**config.mk**
```make
export PLATFORM = sky130hd
export DESIGN_NAME = ble_adv_packet_framer
export DESIGN_NICKNAME = d
export VERILOG_FILES = /design/src/bleadv_pkg.sv /design/src/ble_adv_packet_framer.sv /design/src/bleadv_seq.sv /design/src/bleadv_enc.sv
export SDC_FILE = /design/constraint.sdc
export NUM_CORES = 1
export LEC_CHECK = 0
export ABC_AREA = 1
export BUFFER_PORTS_ARGS = -buffer_cell sky130_fd_sc_hd__buf_4
export CORE_MARGIN = 5
export CORE_UTILIZATION = 60
export CTS_CLUSTER_DIAMETER = 200
export DETAILED_ROUTE_END_ITERATION = 8
export MAX_ROUTING_LAYER = met4
export PLACE_DENSITY_LB_ADDON = 0.1
export REMOVE_ABC_BUFFERS = 1
export SYNTH_ARGS = -nofsm -noshare
export SYNTH_HDL_FRONTEND = slang
export SYNTH_SLANG_ARGS = --single-unit
```
**constraint.sdc**
```tcl
create_clock -name clock -period 4 [get_ports clock]
set_input_delay 0.8 -clock clock [delete_from_list [all_inputs] [get_ports clock]]
set_output_delay 0.8 -clock clock [all_outputs]
set_load 0.03 [all_outputs]
```
**src/bleadv_pkg.sv**
```systemverilog
// ----------------------------------------------------------------------------
// BLE advertising framer package
// Shared constants, ROM tables and helper functions for the packet framer.
// ----------------------------------------------------------------------------
package bleadv_pkg;

   localparam int unsigned MAX_PAYLOAD = 24;

   localparam logic [23:0] CRC_PRESET = 24'h555555;
   localparam logic [23:0] CRC_POLY   = 24'h00065B;

   // Byte positions within the output of one transaction (header starts at 0,
   // mid-packet transactions start at the payload step).
   localparam logic [4:0] STEP_FIRST = 5'd0;
   localparam logic [4:0] STEP_PDU   = 5'd5;
   localparam logic [4:0] STEP_PAY   = 5'd20;
   localparam logic [4:0] STEP_CRC0  = 5'd21;
   localparam logic [4:0] STEP_LAST  = 5'd23;

   localparam int unsigned WHT_LEN = 42;

   localparam logic CSR_ADV_CHANNEL    = 1'b0;
   localparam logic CSR_PAYLOAD_LENGTH = 1'b1;

   localparam logic [1:0] ROW_CH37 = 2'd0;
   localparam logic [1:0] ROW_CH38 = 2'd1;
   localparam logic [1:0] ROW_CH39 = 2'd2;

   typedef struct packed {
      logic       vld;
      logic [4:0] step;
      logic [4:0] pos;
      logic [4:0] len;
      logic [7:0] data;
      logic       run_last;
      logic       pkt_end;
   } step_type;

   localparam logic [7:0] WHT_CH37 [WHT_LEN] = '{
      8'h8D, 8'hD2, 8'h57, 8'hA1, 8'h3D, 8'hA7, 8'h66, 8'hB0, 8'h75, 8'h31,
      8'h11, 8'h48, 8'h96, 8'h77, 8'hF8, 8'hE3, 8'h46, 8'hE9, 8'hAB, 8'hD0,
      8'h9E, 8'h53, 8'h33, 8'hD8, 8'hBA, 8'h98, 8'h08, 8'h24, 8'hCB, 8'h3B,
      8'hFC, 8'h71, 8'hA3, 8'hF4, 8'h55, 8'h68, 8'hCF, 8'hA9, 8'h19, 8'h6C,
      8'h5D, 8'h4C};

   localparam logic [7:0] WHT_CH38 [WHT_LEN] = '{
      8'hD6, 8'hC5, 8'h44, 8'h20, 8'h59, 8'hDE, 8'hE1, 8'h8F, 8'h1B, 8'hA5,
      8'hAF, 8'h42, 8'h7B, 8'h4E, 8'hCD, 8'h60, 8'hEB, 8'h62, 8'h22, 8'h90,
      8'h2C, 8'hEF, 8'hF0, 8'hC7, 8'h8D, 8'hD2, 8'h57, 8'hA1, 8'h3D, 8'hA7,
      8'h66, 8'hB0, 8'h75, 8'h31, 8'h11, 8'h48, 8'h96, 8'h77, 8'hF8, 8'hE3,
      8'h46, 8'hE9};

   localparam logic [7:0] WHT_CH39 [WHT_LEN] = '{
      8'h1F, 8'h37, 8'h4A, 8'h5F, 8'h85, 8'hF6, 8'h9C, 8'h9A, 8'hC1, 8'hD6,
      8'hC5, 8'h44, 8'h20, 8'h59, 8'hDE, 8'hE1, 8'h8F, 8'h1B, 8'hA5, 8'hAF,
      8'h42, 8'h7B, 8'h4E, 8'hCD, 8'h60, 8'hEB, 8'h62, 8'h22, 8'h90, 8'h2C,
      8'hEF, 8'hF0, 8'hC7, 8'h8D, 8'hD2, 8'h57, 8'hA1, 8'h3D, 8'hA7, 8'h66,
      8'hB0, 8'h75};

   function automatic logic [7:0] wht_byte(input logic [1:0] row, input logic [5:0] idx);
      logic [7:0] b;
      b = 8'h00;
      if (idx < 6'(WHT_LEN)) begin
         case (row)
            ROW_CH38: b = WHT_CH38[idx];
            ROW_CH39: b = WHT_CH39[idx];
            default:  b = WHT_CH37[idx];
         endcase
      end
      return b;
   endfunction

   // Fixed header with both length fields patched from the payload length.
   function automatic logic [7:0] hdr_byte(input logic [4:0] idx, input logic [4:0] len);
      logic [7:0] b;
      case (idx)
         5'd0:    b = 8'hAA;
         5'd1:    b = 8'hD6;
         5'd2:    b = 8'hBE;
         5'd3:    b = 8'h89;
         5'd4:    b = 8'h8E;
         5'd5:    b = 8'h42;
         5'd6:    b = 8'd13 + {3'b000, len};
         5'd7:    b = 8'h66;
         5'd8:    b = 8'h55;
         5'd9:    b = 8'h44;
         5'd10:   b = 8'h33;
         5'd11:   b = 8'h22;
         5'd12:   b = 8'h11;
         5'd13:   b = 8'h02;
         5'd14:   b = 8'h01;
         5'd15:   b = 8'h1A;
         5'd16:   b = 8'd3 + {3'b000, len};
         5'd17:   b = 8'hFF;
         5'd18:   b = 8'hF0;
         5'd19:   b = 8'hFF;
         default: b = 8'h00;
      endcase
      return b;
   endfunction

   // LSB-first CRC24 update over one byte.
   function automatic logic [23:0] crc_feed(input logic [23:0] crc, input logic [7:0] b);
      logic [23:0] c;
      logic        fb;
      c = crc;
      for (int k = 0; k < 8; k++) begin
         fb = b[k] ^ c[23];
         c  = {c[22:0], 1'b0};
         if (fb) begin
            c = c ^ CRC_POLY;
         end
      end
      return c;
   endfunction

   function automatic logic [23:0] rev24(input logic [23:0] v);
      logic [23:0] r;
      for (int k = 0; k < 24; k++) begin
         r[k] = v[23-k];
      end
      return r;
   endfunction

endpackage

```
**src/ble_adv_packet_framer.sv**
```systemverilog
// ----------------------------------------------------------------------------
// BLE advertising packet framer
// Frames payload bytes into whitened BLE advertising air bytes with CRC24.
// ----------------------------------------------------------------------------
// Usage:
//   req_* takes one payload byte per transaction; rsp_* delivers air bytes,
//   one per transaction, with rsp_run_end on the last byte caused by a
//   payload byte and rsp_packet_end on the final CRC byte.
//   csr_* writes adv_channel (index 0) and payload_length (index 1); write
//   only while the block is idle.
//   The first air byte of a payload transaction reaches rsp through the
//   held-transaction register and then the output register.
//   Throughput: one air byte per cycle while rsp_ready is high. A payload
//   byte yields 1 air byte mid-packet, 21 at packet start (20-byte header),
//   4 at packet end (3 CRC bytes), 24 for a one-byte packet. The
//   single output byte per cycle sets this rate.
//   Reset: packet position cleared, CRC preset to 0x555555, channel 37,
//   payload length 8, no transaction held.
//   Stall: while rsp_ready is low the output register holds its byte, the
//   sequencer waits and, while a transaction is held, req_ready stays low
//   until that transaction's last byte enters the output register.
// ----------------------------------------------------------------------------
module ble_adv_packet_framer #(
   parameter int unsigned MaxPayload = bleadv_pkg::MAX_PAYLOAD
) (
   input  logic       clock,
   input  logic       reset,
   input  logic       req_valid,
   output logic       req_ready,
   input  logic [7:0] req_payload_byte,
   output logic       rsp_valid,
   input  logic       rsp_ready,
   output logic [7:0] rsp_air_byte,
   output logic       rsp_run_end,
   output logic       rsp_packet_end,
   input  logic       csr_wr_en,
   input  logic       csr_index,
   input  logic [5:0] csr_wdata
);

   logic [5:0] adv_channel_ff, adv_channel_in;
   logic [4:0] payload_length_ff, payload_length_in;
   logic       rsp_valid_ff, rsp_valid_in;
   logic [7:0] rsp_air_byte_ff, rsp_air_byte_in;
   logic       rsp_run_end_ff, rsp_run_end_in;
   logic       rsp_packet_end_ff, rsp_packet_end_in;

   bleadv_pkg::step_type step;
   logic                 out_free;
   logic                 advance;
   logic [1:0]           row;
   logic [7:0]           air_byte;

   always_comb begin
      adv_channel_in    = adv_channel_ff;
      payload_length_in = payload_length_ff;
      if (csr_wr_en) begin
         case (csr_index)
            bleadv_pkg::CSR_ADV_CHANNEL:    adv_channel_in = csr_wdata;
            bleadv_pkg::CSR_PAYLOAD_LENGTH: payload_length_in = csr_wdata[4:0];
            default: ;
         endcase
      end
   end

   always_comb begin
      case (adv_channel_ff)
         6'd38:   row = bleadv_pkg::ROW_CH38;
         6'd39:   row = bleadv_pkg::ROW_CH39;
         default: row = bleadv_pkg::ROW_CH37;
      endcase
   end

   assign out_free = !rsp_valid_ff || rsp_ready;
   assign advance  = step.vld && out_free;

   bleadv_seq #(
      .MaxPayload(MaxPayload)
   ) u_seq (
      .clock            (clock),
      .reset            (reset),
      .req_valid        (req_valid),
      .req_ready        (req_ready),
      .req_payload_byte (req_payload_byte),
      .payload_length   (payload_length_ff),
      .advance          (advance),
      .step             (step)
   );

   bleadv_enc u_enc (
      .clock    (clock),
      .reset    (reset),
      .step     (step),
      .advance  (advance),
      .row      (row),
      .air_byte (air_byte)
   );

   always_comb begin
      rsp_valid_in      = rsp_valid_ff;
      rsp_air_byte_in   = rsp_air_byte_ff;
      rsp_run_end_in    = rsp_run_end_ff;
      rsp_packet_end_in = rsp_packet_end_ff;
      if (out_free) begin
         rsp_valid_in      = step.vld;
         rsp_air_byte_in   = air_byte;
         rsp_run_end_in    = step.run_last;
         rsp_packet_end_in = step.pkt_end;
      end
   end

   always_ff @(posedge clock) begin
      if (reset) begin
         adv_channel_ff    <= 6'd37;
         payload_length_ff <= 5'd8;
         rsp_valid_ff      <= 1'b0;
      end else begin
         adv_channel_ff    <= adv_channel_in;
         payload_length_ff <= payload_length_in;
         rsp_valid_ff      <= rsp_valid_in;
      end
      rsp_air_byte_ff   <= rsp_air_byte_in;
      rsp_run_end_ff    <= rsp_run_end_in;
      rsp_packet_end_ff <= rsp_packet_end_in;
   end

   assign rsp_valid      = rsp_valid_ff;
   assign rsp_air_byte   = rsp_air_byte_ff;
   assign rsp_run_end    = rsp_run_end_ff;
   assign rsp_packet_end = rsp_packet_end_ff;

endmodule

```
**src/bleadv_seq.sv**
```systemverilog
// ----------------------------------------------------------------------------
// BLE advertising framer sequencer
// Holds the current transaction, steps through its output bytes and tracks
// the payload position within the packet.
// ----------------------------------------------------------------------------
module bleadv_seq #(
   parameter int unsigned MaxPayload = bleadv_pkg::MAX_PAYLOAD
) (
   input  logic                 clock,
   input  logic                 reset,
   input  logic                 req_valid,
   output logic                 req_ready,
   input  logic [7:0]           req_payload_byte,
   input  logic [4:0]           payload_length,
   input  logic                 advance,
   output bleadv_pkg::step_type step
);

   logic       item_vld_ff, item_vld_in;
   logic [7:0] item_byte_ff, item_byte_in;
   logic [4:0] step_ff, step_in;
   logic [4:0] pos_ff, pos_in;

   logic [4:0] len_eff;
   logic [4:0] pos_inc;
   logic       end_pkt;
   logic       last;
   logic       fin;
   logic       accept;

   always_comb begin
      len_eff = payload_length;
      if (len_eff == 5'd0) begin
         len_eff = 5'd1;
      end
      if (len_eff > 5'(MaxPayload)) begin
         len_eff = 5'(MaxPayload);
      end
   end

   assign pos_inc   = pos_ff + 5'd1;
   assign end_pkt   = (pos_inc >= len_eff);
   assign last      = ((step_ff == bleadv_pkg::STEP_PAY) && !end_pkt) ||
                      (step_ff == bleadv_pkg::STEP_LAST);
   assign fin       = advance && last;
   assign req_ready = !item_vld_ff || fin;
   assign accept    = req_valid && req_ready;

   always_comb begin
      pos_in       = pos_ff;
      item_vld_in  = item_vld_ff;
      item_byte_in = item_byte_ff;
      step_in      = step_ff;
      if (fin) begin
         pos_in = end_pkt ? 5'd0 : pos_inc;
      end
      if (accept) begin
         item_vld_in  = 1'b1;
         item_byte_in = req_payload_byte;
         step_in      = (pos_in == 5'd0) ? bleadv_pkg::STEP_FIRST : bleadv_pkg::STEP_PAY;
      end else if (fin) begin
         item_vld_in = 1'b0;
      end else if (advance) begin
         step_in = step_ff + 5'd1;
      end
   end

   always_ff @(posedge clock) begin
      if (reset) begin
         item_vld_ff <= 1'b0;
         step_ff     <= bleadv_pkg::STEP_FIRST;
         pos_ff      <= 5'd0;
      end else begin
         item_vld_ff <= item_vld_in;
         step_ff     <= step_in;
         pos_ff      <= pos_in;
      end
      item_byte_ff <= item_byte_in;
   end

   always_comb begin
      step.vld      = item_vld_ff;
      step.step     = step_ff;
      step.pos      = pos_ff;
      step.len      = len_eff;
      step.data     = item_byte_ff;
      step.run_last = last;
      step.pkt_end  = (step_ff == bleadv_pkg::STEP_LAST);
   end

   a_pos_range: assert property (@(posedge clock) disable iff (reset)
      pos_ff < 5'(MaxPayload))
      else $error("payload position out of range");

   a_step_range: assert property (@(posedge clock) disable iff (reset)
      item_vld_ff |-> (step_ff <= bleadv_pkg::STEP_LAST))
      else $error("step counter past last byte");

   a_hdr_at_start: assert property (@(posedge clock) disable iff (reset)
      (item_vld_ff && (step_ff < bleadv_pkg::STEP_PAY)) |-> (pos_ff == 5'd0))
      else $error("header emitted mid-packet");

endmodule

```
**src/bleadv_enc.sv**
```systemverilog
// ----------------------------------------------------------------------------
// BLE advertising framer byte encoder
// Selects header, payload or CRC byte, runs the CRC24 and applies whitening.
// ----------------------------------------------------------------------------
module bleadv_enc (
   input  logic                 clock,
   input  logic                 reset,
   input  bleadv_pkg::step_type step,
   input  logic                 advance,
   input  logic [1:0]           row,
   output logic [7:0]           air_byte
);

   logic [23:0] crc_ff, crc_in;
   logic [23:0] crc_rev;
   logic [7:0]  raw;
   logic [5:0]  widx;

   assign crc_rev = bleadv_pkg::rev24(crc_ff);
   assign widx    = {1'b0, step.pos} + {1'b0, step.step} - 6'd5;

   always_comb begin
      if (step.step < bleadv_pkg::STEP_PAY) begin
         raw = bleadv_pkg::hdr_byte(step.step, step.len);
      end else if (step.step == bleadv_pkg::STEP_PAY) begin
         raw = step.data;
      end else if (step.step == bleadv_pkg::STEP_CRC0) begin
         raw = crc_rev[7:0];
      end else if (step.step == bleadv_pkg::STEP_LAST) begin
         raw = crc_rev[23:16];
      end else begin
         raw = crc_rev[15:8];
      end
   end

   always_comb begin
      air_byte = raw;
      if (step.step >= bleadv_pkg::STEP_PDU) begin
         air_byte = raw ^ bleadv_pkg::wht_byte(row, widx);
      end
   end

   always_comb begin
      crc_in = crc_ff;
      if (advance) begin
         if ((step.step >= bleadv_pkg::STEP_PDU) && (step.step <= bleadv_pkg::STEP_PAY)) begin
            crc_in = bleadv_pkg::crc_feed(crc_ff, raw);
         end else if (step.step == bleadv_pkg::STEP_LAST) begin
            crc_in = bleadv_pkg::CRC_PRESET;
         end
      end
   end

   always_ff @(posedge clock) begin
      if (reset) begin
         crc_ff <= bleadv_pkg::CRC_PRESET;
      end else begin
         crc_ff <= crc_in;
      end
   end

endmodule
```
== Word level (Yosys, flattened, before mapping) ==
Memory sizes are Yosys's and may differ from the RTL's.
Cells that the tools add are included.

* Multiplexer cells: 50
* Equal/unequal tests: 27
* $lt $le $gt $ge: 7
* Bitwise gates (word level): 19
* Reduce and logical (&&, ||, !) cells: 22
* Add/subtract/negate cells: 6

{| class="wikitable"
|+ Operators by type and width
! cell !! number
|-
| two-way mux 24 bit || 16
|-
| case mux 8 bit (19 select lines) || 1
|-
| two-way mux 8 bit || 13
|-
| two-way mux 11 bit || 8
|-
| inverter 7 bit || 8
|-
| == test 5 x 4 -> 1 bit, second input constant || 8
|-
| two-way mux 5 bit || 8
|-
| == test 5 bit, second input constant || 7
|-
| == test 5 x 3 -> 1 bit, second input constant || 4
|-
| case mux 8 bit (2 select lines) || 1
|-
| logical NOT 5 bit || 3
|-
| == test 6 bit, second input constant || 2
|-
| adder 5 x 1 -> 5 bit, second input constant || 2
|-
| == test 5 x 2 -> 1 bit, second input constant || 2
|-
| AND reduction 2 bit || 4
|-
| bitwise XOR 1 bit || 8
|-
| bitwise XOR 8 bit || 1
|-
| >= comparator 7 bit, second input constant || 1
|-
| inverter 6 -> 7 bit || 1
|-
| adder 2 x 5 -> 6 bit, first input constant || 1
|-
| adder 4 x 5 -> 6 bit, first input constant || 1
|-
| adder 5 x 5 -> 6 bit || 1
|-
| less-than comparator 6 bit, second input constant || 1
|-
| nonzero test 2 bit || 3
|-
| 17 further kinds || 26
|}

* Memory bits (read-only): 1536
* Input port bits: 20
* Bits in registers: 65
* Memories kept: 3

{| class="wikitable"
|+ Memories
! name !! words !! bits a word !! read ports !! clocked after memory_dff !! wr ports !! line !! RTL
|-
| (name not given) || 64 || 8 || 1 || 0 || 0 || bleadv_pkg.sv:65 || <nowiki>ROW_CH38: b = WHT_CH38[idx];</nowiki>
|-
| (name not given) || 64 || 8 || 1 || 0 || 0 || bleadv_pkg.sv:66 || <nowiki>ROW_CH39: b = WHT_CH39[idx];</nowiki>
|-
| (name not given) || 64 || 8 || 1 || 0 || 0 || bleadv_pkg.sv:67 || <nowiki>default: b = WHT_CH37[idx];</nowiki>
|}

== Longest topological paths before layout ==
* Word-level depth: 38
* Mapped depth: 24

== Modules after synthesis ==
Synthesis repeated with hierarchy kept, for this count alone.

* Cell total of the unflattened synthesis: 963
* Area, all modules: 6053.3 µm²

{| class="wikitable"
|+ By module, submodules not included
! module !! instances !! area each (µm²) !! seq. area each (µm²) !! cells an instance
|-
| bleadv_enc || 1 || 4141.5 || 480.5 || 748
|-
| bleadv_seq || 1 || 1096.1 || 460.4 || 133
|-
| ble_adv_packet_framer || 1 || 815.8 || 540.5 || 82
|}

== Least setup slack after synthesis ==
Ideal clock, no wire load.

* Path type: register -> register
* From: register u_seq.step_ff[1]
* To: register rsp_air_byte_ff[3], in the netlist rsp_air_byte[3], data pin
* Required time: 3.746 ns
* Cell stages (with the launch flop): 18
* Path buffers: 2
* Setup slack: 0.888 ns
* Arrival: 2.858 ns
* Period minus slack after synthesis: 3.112 ns
* Setup time: 0.254 ns
* Cells stage by stage: dfxtp_1 inv_1 ha_1 inv_1 ha_1 fa_1 clkbuf_1 clkbuf_1 nand2_1 nand2_1 nand2_1 o21ai_0 inv_1 o21ai_0 a31oi_1 nand2_1 xnor2_1 inv_1

* Longest elaborated chain between the ends: 11

{| class="wikitable"
|+ RTL lines
! what !! line !! RTL
|-
| from (decl) || bleadv_seq.sv:21 || <nowiki>logic [4:0] step_ff, step_in;</nowiki>
|-
| from (signal assigned) || bleadv_seq.sv:71 || <nowiki>step_ff <= bleadv_pkg::STEP_FIRST;</nowiki>
|-
| from (signal assigned) || bleadv_seq.sv:75 || <nowiki>step_ff <= step_in;</nowiki>
|-
| adder 5 x 5 -> 6 bit || bleadv_enc.sv:20 || <nowiki>assign widx = {1'b0, step.pos} + {1'b0, step.step} - 6'd5;</nowiki>
|-
| subtractor 6 x 3 -> 6 bit || bleadv_enc.sv:20 ||
|-
| inverter 6 -> 7 bit (implied by the code) || bleadv_pkg.sv:65, bleadv_pkg.sv:66, bleadv_pkg.sv:67 ||
|-
| memory (64 x 8 bit) (on tied branches) || - ||
|-
| two-way mux 8 bit (on tied branches) (2 in series) || bleadv_pkg.sv:67, bleadv_pkg.sv:65, bleadv_pkg.sv:66 ||
|-
| case mux 8 bit (2 select lines) || bleadv_pkg.sv:64 || <nowiki>case (row)</nowiki>
|-
| two-way mux 8 bit || bleadv_pkg.sv:63 || <nowiki>if (idx < 6'(WHT_LEN)) begin</nowiki>
|-
| two-way mux 8 bit || bleadv_enc.sv:38 || <nowiki>if (step.step >= bleadv_pkg::STEP_PDU) begin</nowiki>
|-
| bitwise XOR 8 bit || bleadv_enc.sv:39 || <nowiki>air_byte = raw ^ bleadv_pkg::wht_byte(row, widx);</nowiki>
|-
| two-way mux 8 bit * || bleadv_enc.sv:38 ||
|-
| via air_byte[3] || ble_adv_packet_framer.sv:52 || <nowiki>logic [7:0] air_byte;</nowiki>
|-
| to (signal assigned) || ble_adv_packet_framer.sv:122 || <nowiki>rsp_air_byte_ff <= rsp_air_byte_in;</nowiki>
|-
| to (decl) || ble_adv_packet_framer.sv:44 || <nowiki>logic [7:0] rsp_air_byte_ff, rsp_air_byte_in;</nowiki>
|}

The timed path passes the listed nets; every way through them passes the cells marked *. The select of a mux whose other input is x is not followed.
A chain may end at the register's enable or synchronous reset.

==> summary.md <==
| Metric | Value |
|---|---|
| Synthesized flop and latch total | 65 |
| Dominant cells by area after synthesis | nand2_1 19%, dfxtp_1 16%, edfxtp_1 9.1%, nand3_1 8.7%, inv_1 7.2% |
| Pwr dens | ~350 mW/mm² |
| Mapped Cells | approximately 1,000 |
| Die area | roughly 0.012 mm² |
| Worst reg-to-reg setup slack | about 0.55 ns |
| Fillers | just under 1,000 |
| Hold Crit Depth | 2 |
| Antenna violations before repair | 0 |
| Initial DRC Count | 549 |
| Vias in the first global route | approximately 5,500 |
| Final Net Count | around 1,100 |
| WP data arrival | roughly 2.7 ns |
| I/O Buffers | 31 |
| Post-cts sizing count | 0 |
| Worst Clk Skew | 0.00878 ns |
| Placed cell areas | roughly 0.0063 mm² |
| Post-route cell area | 0.00648 mm² |
| Clock Latency Late Sink | between 0.3 and 0.4 ns |
| Grt ovf | 0 |
| Slowest-stage cell, CP | dfxtp_1 |
| Post-route ant nets | 0 |
| Initial core utilization | 61.3% |
| CTS buffer count | 9 |
| Synth warn | 0 |
| Die Width | approximately 110 µm |
| Ant. Diodes | 0 |
| Wirelength per Cell | 14.9 µm |
| Stages on worst setup path | 11 |
| Pleak | roughly 3.1 nW |
| Status | finished, final reports clean |
| Worst min path class | reg -> reg |
| First-pass GRT wire length | between 20,000 and 30,000 µm |
| Post-CTS Hold Buffers | 0 |
| Detailed Route WL | about 17,000 µm |
| Crit path max-delay family | simple AND/OR/NAND/NOR gates |
| Vias/cell | ~5.6 |
| Met1 usage | 41.2% |
| I/O pins | 32 |
| RSZ-0062 raised after global routing | false |
| Placer Congestion | 0.991 |
| Largest net degree at the start of global routing | 30 |
| Worst Hold End | u_enc.crc_ff[23] |
| Final period utilization | between 80% and 90% |
| Type of origin of the critical path | flip-flop |
| Rel. slew slack | a little over half |
| RR Startpoint | u_seq.step_ff[1] |
| Met3 global-route usage | 5.64% |
| Row cnt | 36 |
| Post-synth EDFFs | 18 |
| Clock sink count | between 60 and 70 |
| Max Fclk | between 200 and 300 MHz |
| TritonCTS clock tree | done |
| Commonest cells after routing, fill and taps aside | 302 x nand2_1, 114 x inv_1, 104 x nand3_1, 82 x nor2_1, 72 x a21oi_1 |
| Final TNS setup | 0 ns |
| Worst-path clk slew | ~0.080 ns |
| Mapped Area | 0.00597 mm² |
| Final hold vios | 0 |
| Most Crowded Layer GR | met2 |
| Vias | about 6,400 |
| Maximum VDD drop | between 0.3 and 0.4 mV |
| Final Power | 0.00226 W |
| # DRC | 0 |
| Area share of the largest cell type after synthesis | a little under a fifth |
| Clock Root Buffer | clkbuf_8 |
| Hold path start | u_enc.crc_ff[15] |
| Worst path cell trace | ha_1 -> nand3_1 -> xor2_1 -> ha_1 -> a21oi_1 -> o21a_1 -> nand3_1 -> o21ai_2 -> nand2_1 -> nand2_1 -> buf_4 |
| Slew @ Worst Pin | 0.700 ns |
| Die height | around 110 µm |
| Slew Limit Fails | 0 |
| Crit path kind | reg -> out |
| Seq/Total Area, Yosys | approximately 25% |
| Place WS | about 0.63 ns |
| Met2 usage | ~46% |
| Share of layout cells above drive strength 1 | under 10% |
| Worst R2R End | rsp_air_byte[3] |
| CP max FO | 6 |
| # Post-CTS Setup Buffers | 0 |
| Dpl hpwl | 13,000 µm |
| Async SR Flop Fraction | 0% |
| Leading area contributor after synthesis | nand2_1 |
| Final setup viols | 0 |
| Core ar. | 0.00973 mm² |
| CP required | between 3 and 4 ns |
| Register Area | between 0.001 and 0.0015 mm² |
| Maximum Capacitance Violations | 0 |
| CTS Buffer Depth | 2 |
| Final period demand of the worst path | around 3.5 ns |
| Most used DFF post-synth | dfxtp_1 |
| Buf+Inv Stages, Crit Path | 1 |
| PnR worst setup slack | 0.458 ns |
| Post-synth cell types | 42 |
| Mapped Avg Cell Area | between 6 and 7 µm² |
| Reg2Reg Depth | 18 |
| WHS | around 0.47 ns |
| Crit path capture type | output pin |
| Synthesis-to-layout area growth | 8.51% |
| GRT Util Overall | 30.2% |
| DRT Pass-1 Iters | 6 |
| H-tree levels | 3 |
| Multi-input gate area | 0.00385 mm² |
| Crit path largest cell delay | ~0.43 ns |
| Most common cell after layout, fill and taps aside | nand2_1 |
## kinds of logic after synthesis
kind of cell / synth area share, %
xor gates and xnor gates: 2.64
AOI/OAI and AO/OA: 15.7
and+or+nand+nor: 39.0
buffers and inverters: 10.7
DFF: 24.8
adders and majority gates: 7.17
## Yosys cell counts, types with 2 or more instances
master,instances
buf_4,3
o22ai_1,5
nor2_4,4
clkbuf_1,25
buf_6,3
o21ai_0,65
xor2_1,9
xnor2_1,9
or2_2,3
nand4_4,2
clkinv_1,2
edfxtp_1,18
inv_1,114
o21ai_1,2
nand3b_1,2
ha_1,31
inv_2,6
fa_1,2
nor3_1,5
a31oi_1,7
o211ai_1,15
nand3_2,3
nand3_1,104
dfxtp_1,47
buf_2,3
nand2_2,12
nand2_1,302
nand4_1,14
nor2_1,82
a21oi_1,72
## metal layers
metal  routed length, µm  vias to the layer above
met5                   0                        -
met4                 331                        0
met3                1580                       30
met2                7440                      278
met1                7590                     2817
li1                    -                     3254
## state kept, by name, indices dropped and copies added, names as in the netlist, 5 cells and up
| name | count |
|---|---|
| u_enc.crc_ff | 24 |
| u_seq.pos_ff | 5 |
| u_seq.step_ff | 5 |
| payload_length_ff | 5 |
| rsp_air_byte | 8 |
| adv_channel_ff | 6 |
| u_seq.item_byte_ff | 8 |
## worst max-delay path by stage
stage / slack, ns / endpoint / startpoint
floorplan: -0.17 / rsp_air_byte[3] / u_seq.step_ff[2]
CTS: 0.39 / req_ready / u_seq.pos_ff[0]
detailed placement: 0.63 / rsp_air_byte[2] / u_seq.step_ff[1]
global route: 0.19 / req_ready / u_seq.pos_ff[0]
global placement: 0.64 / rsp_air_byte[3] / u_seq.step_ff[1]
finish: 0.46 / req_ready / u_seq.pos_ff[0]
## power breakdown
part	internal, W	total [W]	switching, W
Clock	0.000322	0.000587	0.000265
Combinational	0.000288	0.000911	0.000623
Sequential	0.000730	0.000761	0.0000315
## per-stage QoR
stage / util (%) / instances
after floorplan: - / 949
after global placement: 64.4 / 1122
after detailed placement: 64.4 / 1122
after CTS: 66.6 / 1138
after global routing: 66.6 / 1138
final: 66.6 / 1138
## worst reg2reg max path, stage by stage, from the launching register on
cell and delay (ns):
dfxtp_1 0.41, inv_1 0.10, ha_1 0.28, inv_1 0.04
ha_1 0.21, fa_1 0.55, buf_4 0.25, nand2_1 0.14
nand2_1 0.13, nand2_1 0.07, o21ai_0 0.18, inv_1 0.07
o21ai_0 0.20, a21oi_1 0.08, o21ai_0 0.16, nand3_1 0.09
nand2_1 0.08, xnor2_1 0.11, inv_1 0.05
## area by class of cell
cell class,instances,area share (%)
clock buffer,12,2.40
tap,133,2.57
clock inverter,4,0.792
inverter,124,7.30
sequential,65,22.9
timing repair buffer,40,4.64
multi-input combinational,760,59.4
Note: power is estimated with default switching activity, not from simulation.
